===== config.mk =====
export PLATFORM = sky130hd
export DESIGN_NAME = upst_cell
export DESIGN_NICKNAME = d
export VERILOG_FILES = /design/src/rtl/upst_pkg.sv /design/src/rtl/upst_cell.sv
export SDC_FILE = /design/constraint.sdc
export NUM_CORES = 1
export LEC_CHECK = 0
export ABC_CLOCK_PERIOD_IN_PS = 6300
export BUFFER_PORTS_ARGS = -buffer_cell sky130_fd_sc_hd__buf_2
export CAP_MARGIN = 20
export CORE_AREA = 2 2 160 162
export DETAILED_ROUTE_END_ITERATION = 16
export DIE_AREA = 0 0 162 164
export PLACE_DENSITY = 0.69
export SETUP_SLACK_MARGIN = 0.1
export SLEW_MARGIN = 5
export SYNTH_ARGS = -nofsm -noshare
export SYNTH_HDL_FRONTEND = slang
export SYNTH_SLANG_ARGS = --single-unit

===== constraint.sdc =====
create_clock -name clock -period 6.3 [get_ports clock]
set_input_delay 1.575 -clock clock [delete_from_list [all_inputs] [get_ports clock]]
set_output_delay 1.575 -clock clock [all_outputs]
set_load 0.02 [all_outputs]

===== src/rtl/upst_pkg.sv =====
`timescale 1ns / 1ps

package upst_pkg;

   localparam int CAPACITY = 64;
   localparam int KEY_W    = 32;
   localparam int VAL_W    = 64;
   localparam int IDX_W    = $clog2(CAPACITY);
   localparam int CNT_W    = $clog2(CAPACITY + 1);

   localparam logic [1:0] FUNC_INSERT = 2'd0;
   localparam logic [1:0] FUNC_FIND   = 2'd1;
   localparam logic [1:0] FUNC_READ   = 2'd2;

   typedef struct packed {
      logic [KEY_W-1:0] key;
      logic [VAL_W-1:0] value;
   } entry_type;

   typedef struct packed {
      logic             cap;
      logic             shift;
      logic             rd_en;
      logic [IDX_W-1:0] rd_pos;
      logic [CNT_W-1:0] count;
      entry_type        cmp;
   } cell_ctrl_type;

   typedef struct packed {
      logic      match;
      entry_type rd;
   } cell_stat_type;

endpackage


===== src/rtl/upst_cell.sv =====
`timescale 1ns / 1ps

module upst_cell
   import upst_pkg::*;
(
   input  logic          clock,
   input  logic          reset,
   input  logic [IDX_W-1:0] cell_pos,
   input  cell_ctrl_type ctrl,
   input  entry_type     prev_entry,
   output entry_type     own_entry,
   output cell_stat_type stat
);

   entry_type     entry_ff;
   cell_stat_type stat_ff;
   cell_stat_type stat_in;
   logic          in_use;
   logic          sel;

   assign in_use = {1'b0, cell_pos} < ctrl.count;
   assign sel    = in_use && ctrl.rd_en && (cell_pos == ctrl.rd_pos);

   always_comb begin
      stat_in.match = in_use && (entry_ff == ctrl.cmp);
      stat_in.rd    = sel ? entry_ff : '0;
   end

   always_ff @(posedge clock) begin
      if (ctrl.shift) begin
         entry_ff <= prev_entry;
      end
   end

   always_ff @(posedge clock) begin
      if (reset) begin
         stat_ff <= '0;
      end else if (ctrl.cap) begin
         stat_ff <= stat_in;
      end
   end

   assign own_entry = entry_ff;
   assign stat      = stat_ff;

endmodule


# Yosys cells after proc, flatten, opt, wreduce, memory -nomap -nowiden
# Index checks and enable logic that the tools add are counted.
[word_totals]
elab_cells = 12
out_inout_bits = 193
regBits = 193
inputBits = 216
[op_classes]
n_lt_le_gt_ge = 1
muxes = 1
n_reduce_logical = 3
n_eq_ne = 2
[ops]
columns = ["operator", "count"]
rows = [
  ["equality test 96 bit", 1],
  ["2-to-1 mux 96 bit", 1],
  ["< comparator 6 x 7 -> 1 bit", 1],
  ["equality test 6 bit", 1],
  ["logical AND 1 bit", 3],
]

# Depth between registers and ports, before layout
# Gate-level depths: netlist of run 1.
[logic_depth]
ltp_word = 4
depth_mapped = 10
depth_no_buf = 8

# Worst setup path before layout of run 1
# OpenSTA, ideal clock, no wires.
[synth_path]
path_type = "input-to-reg"
from = "input port ctrl[100] (netlist name)"
to = "register stat_ff, in the netlist stat[61]"
t_required_ns = 6.235
setup_time_ns = 0.065
path_stages = 10
n_path_buf = 2
path_slack_ns = 3.099
arrival_ns = 3.136
cell_sequence = "inv_1 > ha_1 > a21o_1 > a21oi_1 > o221ai_1 > nor3_2 > buf_2 > buf_2 > a21oi_1 > nor2_1"
[synth_between]
elab_chain_cells = 4
[synth_rtl]
columns = ["element", "line", "source"]
rows = [
  ["start: declaration", "upst_cell.sv:9", "input cell_ctrl_type ctrl,"],
  ["< comparator 6 x 7 -> 1 bit", "upst_cell.sv:21", "assign in_use = {1'b0, cell_pos} < ctrl.count;"],
  ["logical AND 1 bit (2 in a row)", "upst_cell.sv:22", "assign sel = in_use && ctrl.rd_en && (cell_pos == ctrl.rd_pos);"],
  ["2-to-1 mux 96 bit", "upst_cell.sv:26", "stat_in.rd = sel ? entry_ff : '0;"],
  ["end signal: assignment", "upst_cell.sv:39", "stat_ff <= stat_in;"],
  ["end: declaration", "upst_cell.sv:16", "cell_stat_type stat_ff;"],
]
# Every way passes these cells.
# A chain may end at the register's enable or synchronous reset.

# Worst setup path in the final report of run 1
[layout_path]
from = "input port cell_pos[5]"
to = "register stat_ff, in the netlist stat[34]"
[layout_between]
elab_chain_cells = 4
word_cells_on_any_way = 5
cone_classes = "1 x order compare; 1 x eq/ne; 1 x mux; 2 x reduce/logical"
[layout_rtl]
columns = ["element", "line", "source"]
rows = [
  ["start: declaration", "upst_cell.sv:8", "input logic [IDX_W-1:0] cell_pos,"],
  ["< comparator 6 x 7 -> 1 bit", "upst_cell.sv:21", ""],
  ["logical AND 1 bit", "upst_cell.sv:22", ""],
  ["logical AND 1 bit *", "upst_cell.sv:22", ""],
  ["2-to-1 mux 96 bit *", "upst_cell.sv:26", ""],
]
# Every way passes the cells marked *; elsewhere a longest branch is shown, timed or not.

==> qor.yml, run 1 <==
drc: 0
critPathRequiredTime_ns: 6.66
cp-endpoint: "stat[34]$_SDFFE_PP0P_"
worst_setup_path_end_kind: "flop"
met3_length_mm: 2.016
cts_buffers: 17
cts_hold_buf: 0
die_y_um: 164
cellLeakagePower_uw: 0.004823
drive_gt1_share_pct: 40.22
startpoint_type: "input port"
synthCells: 700
regToRegSetupSlack_ns: 4.09
p_per_area_nw_per_um2: 266.8
synth_cell_type_count: 34
fillers: 2397
relSlewSlack_pct: 49.98
setup_viol: 0
grt.total_usage_pct: 20.05
routed_wl_mm: 27.64
vias_per_cell: 4.658
grt_antenna_before_repair: 5
cp_top_family: "buffers and inverters"
dp_hpwl_mm: 21.09
die_w_um: 162
synth_edf_count: 96
hp-class: "flop to flop"
grt_pass1_vias: 6564
drtAntennaViolNets: 0
cts_resized: 0
clkTransAtPathRegs_ns: 0.07
yosys_warnings: 0
synth-seq-cells: 193
avgSynthCellArea_um2: 11.12
syn_area_um2: 7782
startpoint: "cell_pos[5]"
path_class: "input port to flop"
cts_htree_levels: 4
area_growth_pct: 38.31
syn-num-nets: 921
r2r-end: "stat[96]$_SDFFE_PP0P_"
vias: 6740
ys_dominant_reg_cell: "dfxtp_1"
place_congestion: 0.8120
clkLatencyLatePin_ns: 0.44
fin_nets: 1322
rsz0062_at_grt: "false"
r2r_start: "own_entry[25]$_DFFE_PP_"
cts_sinks: 193
tns_ns: 0
seq_area_um2: 4825
clk_path_buf_depth: 2
ctsRootBufferMaster: "clkbuf_16"
synthTopCellsByArea: "edfxtp_1 37%, dfxtp_1 25%, nor2b_1 8.4%"
max-cap-violations: 0
cp_cell_sequence: "buf_2, ha_1, and4b_1, o21ai_1, o221ai_1, nor3_4, buf_4, a21oi_1, nor2_1"
first_pass_iters: 5
fmax_mhz: 294.4
drt_iter0_markers: 355
finalMaxSlewViolations: 0
wl_met1_mm: 11.32
multi_input_area_um2: 2739
cp_slowest_cell: "buf_4"
fin_skew_ns: 0.01367
cts_setup_buffers: 0
routed.top_layer: "met5"
io_buffers: 408
cts_tree: "built"
worst_slew_pin_slew_ns: 0.7503
start_util_pct: 31.36
fin_crit_ns: 3.397
slowest_delay_ns: 0.51
seq_area_frac_synth_pct: 61.99
ir_drop_v: 0.0001675
fp.coreArea_um2: 24820
yosysTopAreaCell: "edfxtp_1"
place_inst: 1412
num_rows: 58
fin_crit_sh_pct: 53.91
crit_cells: 9
r2r_cells: 6
status: "finished clean"
synth_top_area_share_pct: 37.04
grt_max_degree: 58
wire_per_inst_um: 19.10
hold_viol: 0
async_reset_ff_share_pct: 0
crit_path_max_fanout: 52
io_pins: 409
grt_overflow: 0
die-area_um2: 26570
grt_pass1_wl_mm: 39.54
critical_path_buf_inv_count: 2
final_cells: 1447
arrival_ns: 3.75
routed-wl-met2_mm: 13.74
synth_stat cells (2+ instances only):
master	count
nor2b_1	104
a21oi_1	97
dfxtp_1	97
edfxtp_1	96
nor2_1	96
xnor2_1	42
xor2_1	32
inv_1	26
clkbuf_1	25
nand4_1	14
nor4_1	12
nand2b_1	11
o22ai_1	8
buf_2	6
ha_1	5
o2111ai_1	4
a22o_1	3
a2111o_1	2
a21o_1	2
a221o_1	2
nand2_1	2
nor4_2	2
cell families (layout without fill, tap and decap cells):
group,Yosys count,in the layout,synth area share (%)
compound gates,124,124,9.116
xor+xnor,74,74,8.328
flops,193,193,61.99
buf+inv,58,472,2.894
other cells,0,3,0
simple gates,246,246,16.86
fa+ha+maj,5,5,0.8039
worst min-delay path, stage by stage (launching register included):
cell and delay, ns:
dfxtp_1 0.32, inv_1 0.06, o32ai_2 0.08
cell usage in the layout (no fill, tap or decap), types with 4 or more instances in the layout:
master and n:
ha_1 5, nand2b_1 11, nor2_1 96, nor2b_1 104
edfxtp_1 96, inv_6 4, inv_1 26, nand4_1 14
buf_2 405, a21oi_1 97, xnor2_1 42, o2111ai_1 4
clkbuf_16 17, xor2_1 32, dfxtp_1 97, clkinv_4 4
o22ai_1 8, buf_4 8, nor4_1 12
through the flow:
| stage | utilization, % | hold slack, ns | setup slack, ns | area (µm²) | total power, µW |
|---|---|---|---|---|---|
| floorplan | - | 0.5691 | 3.099 | 7782 | 1604 |
| global placement | 40.96 | 0.5180 | 2.537 | 10160 | 1802 |
| detailed placement | 40.96 | 0.5131 | 2.476 | 10160 | 1806 |
| CTS | 43.34 | 0.5243 | 2.936 | 10760 | 2903 |
| global route | 43.35 | 0.5486 | 2.779 | 10760 | 2983 |
| finish | 43.37 | 0.5101 | 2.903 | 10760 | 2872 |
flip-flops by register name (all words and copies together) (netlist names):
register   cells
own_entry     96
stat          97
worst min-delay path by stage:
stage                                from  slack, ns  depth (start not counted)               endpoint
detailed placement  stat[96]$_SDFFE_PP0P_       0.51                          2  stat[96]$_SDFFE_PP0P_
CTS                 stat[96]$_SDFFE_PP0P_       0.52                          2  stat[96]$_SDFFE_PP0P_
floorplan           stat[96]$_SDFFE_PP0P_       0.57                          2  stat[96]$_SDFFE_PP0P_
global route        stat[96]$_SDFFE_PP0P_       0.55                          2  stat[96]$_SDFFE_PP0P_
global placement    stat[96]$_SDFFE_PP0P_       0.52                          2  stat[96]$_SDFFE_PP0P_
finish              stat[96]$_SDFFE_PP0P_       0.51                          2  stat[96]$_SDFFE_PP0P_
cell type report:
class                           instances  area share (%)
Tap cell                              330           3.836
Timing Repair Buffer                  413           19.39
Sequential cell                       193           44.82
Inverter                               27          0.9415
Clock buffer                           19           4.115
Multi-Input combinational cell        449           25.44
Clock inverter                         13           1.383
Antenna cell                            3         0.06974
power breakdown:
group          internal [µW]  switching (µW)  leakage (µW)
Clock                    574             525      0.000290
Sequential              1380            63.0       0.00172
Combinational            134             200       0.00281
Total                   2080             788       0.00482
metal layers:
metal  vias up  global-route usage (%)
li1       3196                       -
met1      3190                   24.60
met3        35                   5.354
met5         -                       0
met4         6                   5.994
met2       313                   34.60
Note: power is estimated with default switching activity, not from simulation.
==> inputs of run 2 (changes only) <==
ABC_CLOCK_PERIOD_IN_PS = 3160   (was 6300)
clock period = 3.16 ns   (was 6.3 ns; I/O delays follow)
==> run 2 against run 1 <==
- cell count grew 0.28%
- sequential power grew 99%
- cell area grew 0.69%
- total power grew 97%
- critical endpoint is now stat[35]$_SDFFE_PP0P_
- largest cell class unchanged
==> qor.yml, run 2 (synthesized netlist as in run 1, its figures left out) <==
status: "finished clean"
p_int_uw: 4071
cp-endpoint: "stat[35]$_SDFFE_PP0P_"
grt_max_degree: 98
p_per_area_nw_per_um2: 522.8
drtAntennaViolNets: 0
finalMaxSlewViolations: 0
switching_power_uw: 1596
die-area_um2: 26570
largest_register_ffs: 97
final_cell_mix: "405 x buf_2, 104 x nor2b_1, 97 x a21oi_1, 97 x dfxtp_1"
wire_per_inst_um: 18.94
tns_ns: 0
pwr-share-seq_pct: 50.6
vias: 6667
cp_cell_sequence: "buf_2, ha_1, a21o_1, a21oi_1, o221ai_1, nor3_4, buf_12, a21oi_1, nor2_1"
rsz0062_at_grt: "false"
cellLeakagePower_uw: 0.004859
grt_pass1_wl_mm: 39.33
first_pass_iters: 4
path_class: "input port to flop"
hp-class: "flop to flop"
cp_slowest_cell: "nor3_4"
worst_slew_pin_slew_ns: 0.6238
crit_cells: 9
grt_overflow: 0
switching_share_pct: 28.16
r2r_cells: 6
r2r_start: "own_entry[9]$_DFFE_PP_"
comb_power_share_pct: 12.0
met1_usage_pct: 24.65
cts_sinks: 193
fp.coreArea_um2: 24820
fillers: 2449
fin_skew_ns: 0.01213
max-cap-violations: 0
die_w_um: 162
cts_setup_buffers: 0
crit_top_cell: "a21oi_1"
cts_resized: 0
hold_viol: 0
critPathRequiredTime_ns: 3.52
area_growth_pct: 39.26
drive_gt1_share_pct: 40.63
fin_crit_sh_pct: 74.54
grt_antenna_before_repair: 3
busiest_layer: "met2"
die_y_um: 164
grt.total_usage_pct: 19.91
slowest_delay_ns: 0.38
place_congestion: 0.8321
cts_buffers: 17
ctsRootBufferMaster: "clkbuf_16"
drt_iter0_markers: 361
critical_path_buf_inv_count: 2
io_pins: 409
startpoint: "cell_pos[4]"
final_util_pct: 43.67
startpoint_type: "input port"
regToRegSetupSlack_ns: 1.00
clk_path_buf_depth: 2
setup_viol: 0
relSlewSlack_pct: 58.41
start_util_pct: 31.36
clkTransAtPathRegs_ns: 0.08
cts_hold_buf: 0
drc: 0
ir_drop_v: 0.0002868
io_buffers: 408
vias_per_cell: 4.595
worst_setup_path_end_kind: "flop"
num_rows: 58
use_met3_pct: 5.379
layout_commonest_cell: "buf_2"
grt_pass1_vias: 6547
crit_path_max_fanout: 52
clkLatencyLatePin_ns: 0.43
cts_tree: "built"
grt_util_met2_pct: 34.47
cts_htree_levels: 4
power_frac_clock_pct: 37.4
dp_hpwl_mm: 21.13
routed_wl_mm: 27.48
cp_top_family: "compound AO/OA/AOI/OAI gates"
fmax_mhz: 424.6
fin_nets: 1328
r2r-end: "stat[96]$_SDFFE_PP0P_"
fin_crit_ns: 2.355
arrival_ns: 2.71
==> run 2: per-layer routing <==
layer	up-vias	share of wire (%)
li1	3205	-
met1	3158	41
met2	277	50
met3	23	7.2
met4	4	1.3
met5	-	0.098
==> run 2: tightest hold or removal path, cell delays in order, from the launching register on <==
cell     delay (ns)
dfxtp_1        0.34
inv_1          0.07
o32ai_2        0.08
==> run 2: area by class of cell <==
| cell class | count | area (µm²) | share of cell area (%) |
|---|---|---|---|
| flip-flops and latches | 193 | 4825 | 44.52 |
| multi-input cells | 449 | 2739 | 25.27 |
| repair buffers | 419 | 2182 | 20.13 |
| clock buffers | 17 | 425.4 | 3.925 |
| well taps | 330 | 412.9 | 3.810 |
| clock inverters | 15 | 150.1 | 1.385 |
| inverters | 27 | 101.3 | 0.9351 |
| diodes | 1 | 2.502 | 0.02309 |
==> run 2: worst min-delay path by stage <==
stage,startpoint,end,slack [ns],cells past startpoint
6_report,stat[96]$_SDFFE_PP0P_,stat[96]$_SDFFE_PP0P_,0.53,2
5_1_grt,prev_entry[83],own_entry[83]$_DFFE_PP_,0.50,1
4_1_cts,prev_entry[80],own_entry[80]$_DFFE_PP_,0.51,1
3_5_place_dp,stat[96]$_SDFFE_PP0P_,stat[96]$_SDFFE_PP0P_,0.51,2
3_3_place_gp,own_entry[81]$_DFFE_PP_,stat[81]$_SDFFE_PP0P_,0.52,2
2_1_floorplan,stat[96]$_SDFFE_PP0P_,stat[96]$_SDFFE_PP0P_,0.57,2
==> run 2: through the flow <==
step	hold WS (ns)	cells	power (µW)	instance area [µm²]	setup slack [ns]
finish	0.5253	1451	5666	10840	0.8047
global placement	0.5199	1418	3606	10260	0.4203
CTS	0.5057	1450	5739	10840	0.8198
global route	0.5018	1450	5891	10840	0.6498
detailed placement	0.5144	1418	3613	10260	0.3695
floorplan	0.5691	700	3197	7782	0.7443
==> run 2: power groups by stage <==
stage | Sequential, µW | Combinational, µW | Clock, µW
3_3_place_gp | 2930 | 679 | 0
5_1_grt | 2880 | 729 | 2280
4_1_cts | 2870 | 689 | 2180
2_1_floorplan | 3010 | 190 | 0
3_5_place_dp | 2930 | 685 | 0
6_report | 2870 | 681 | 2120
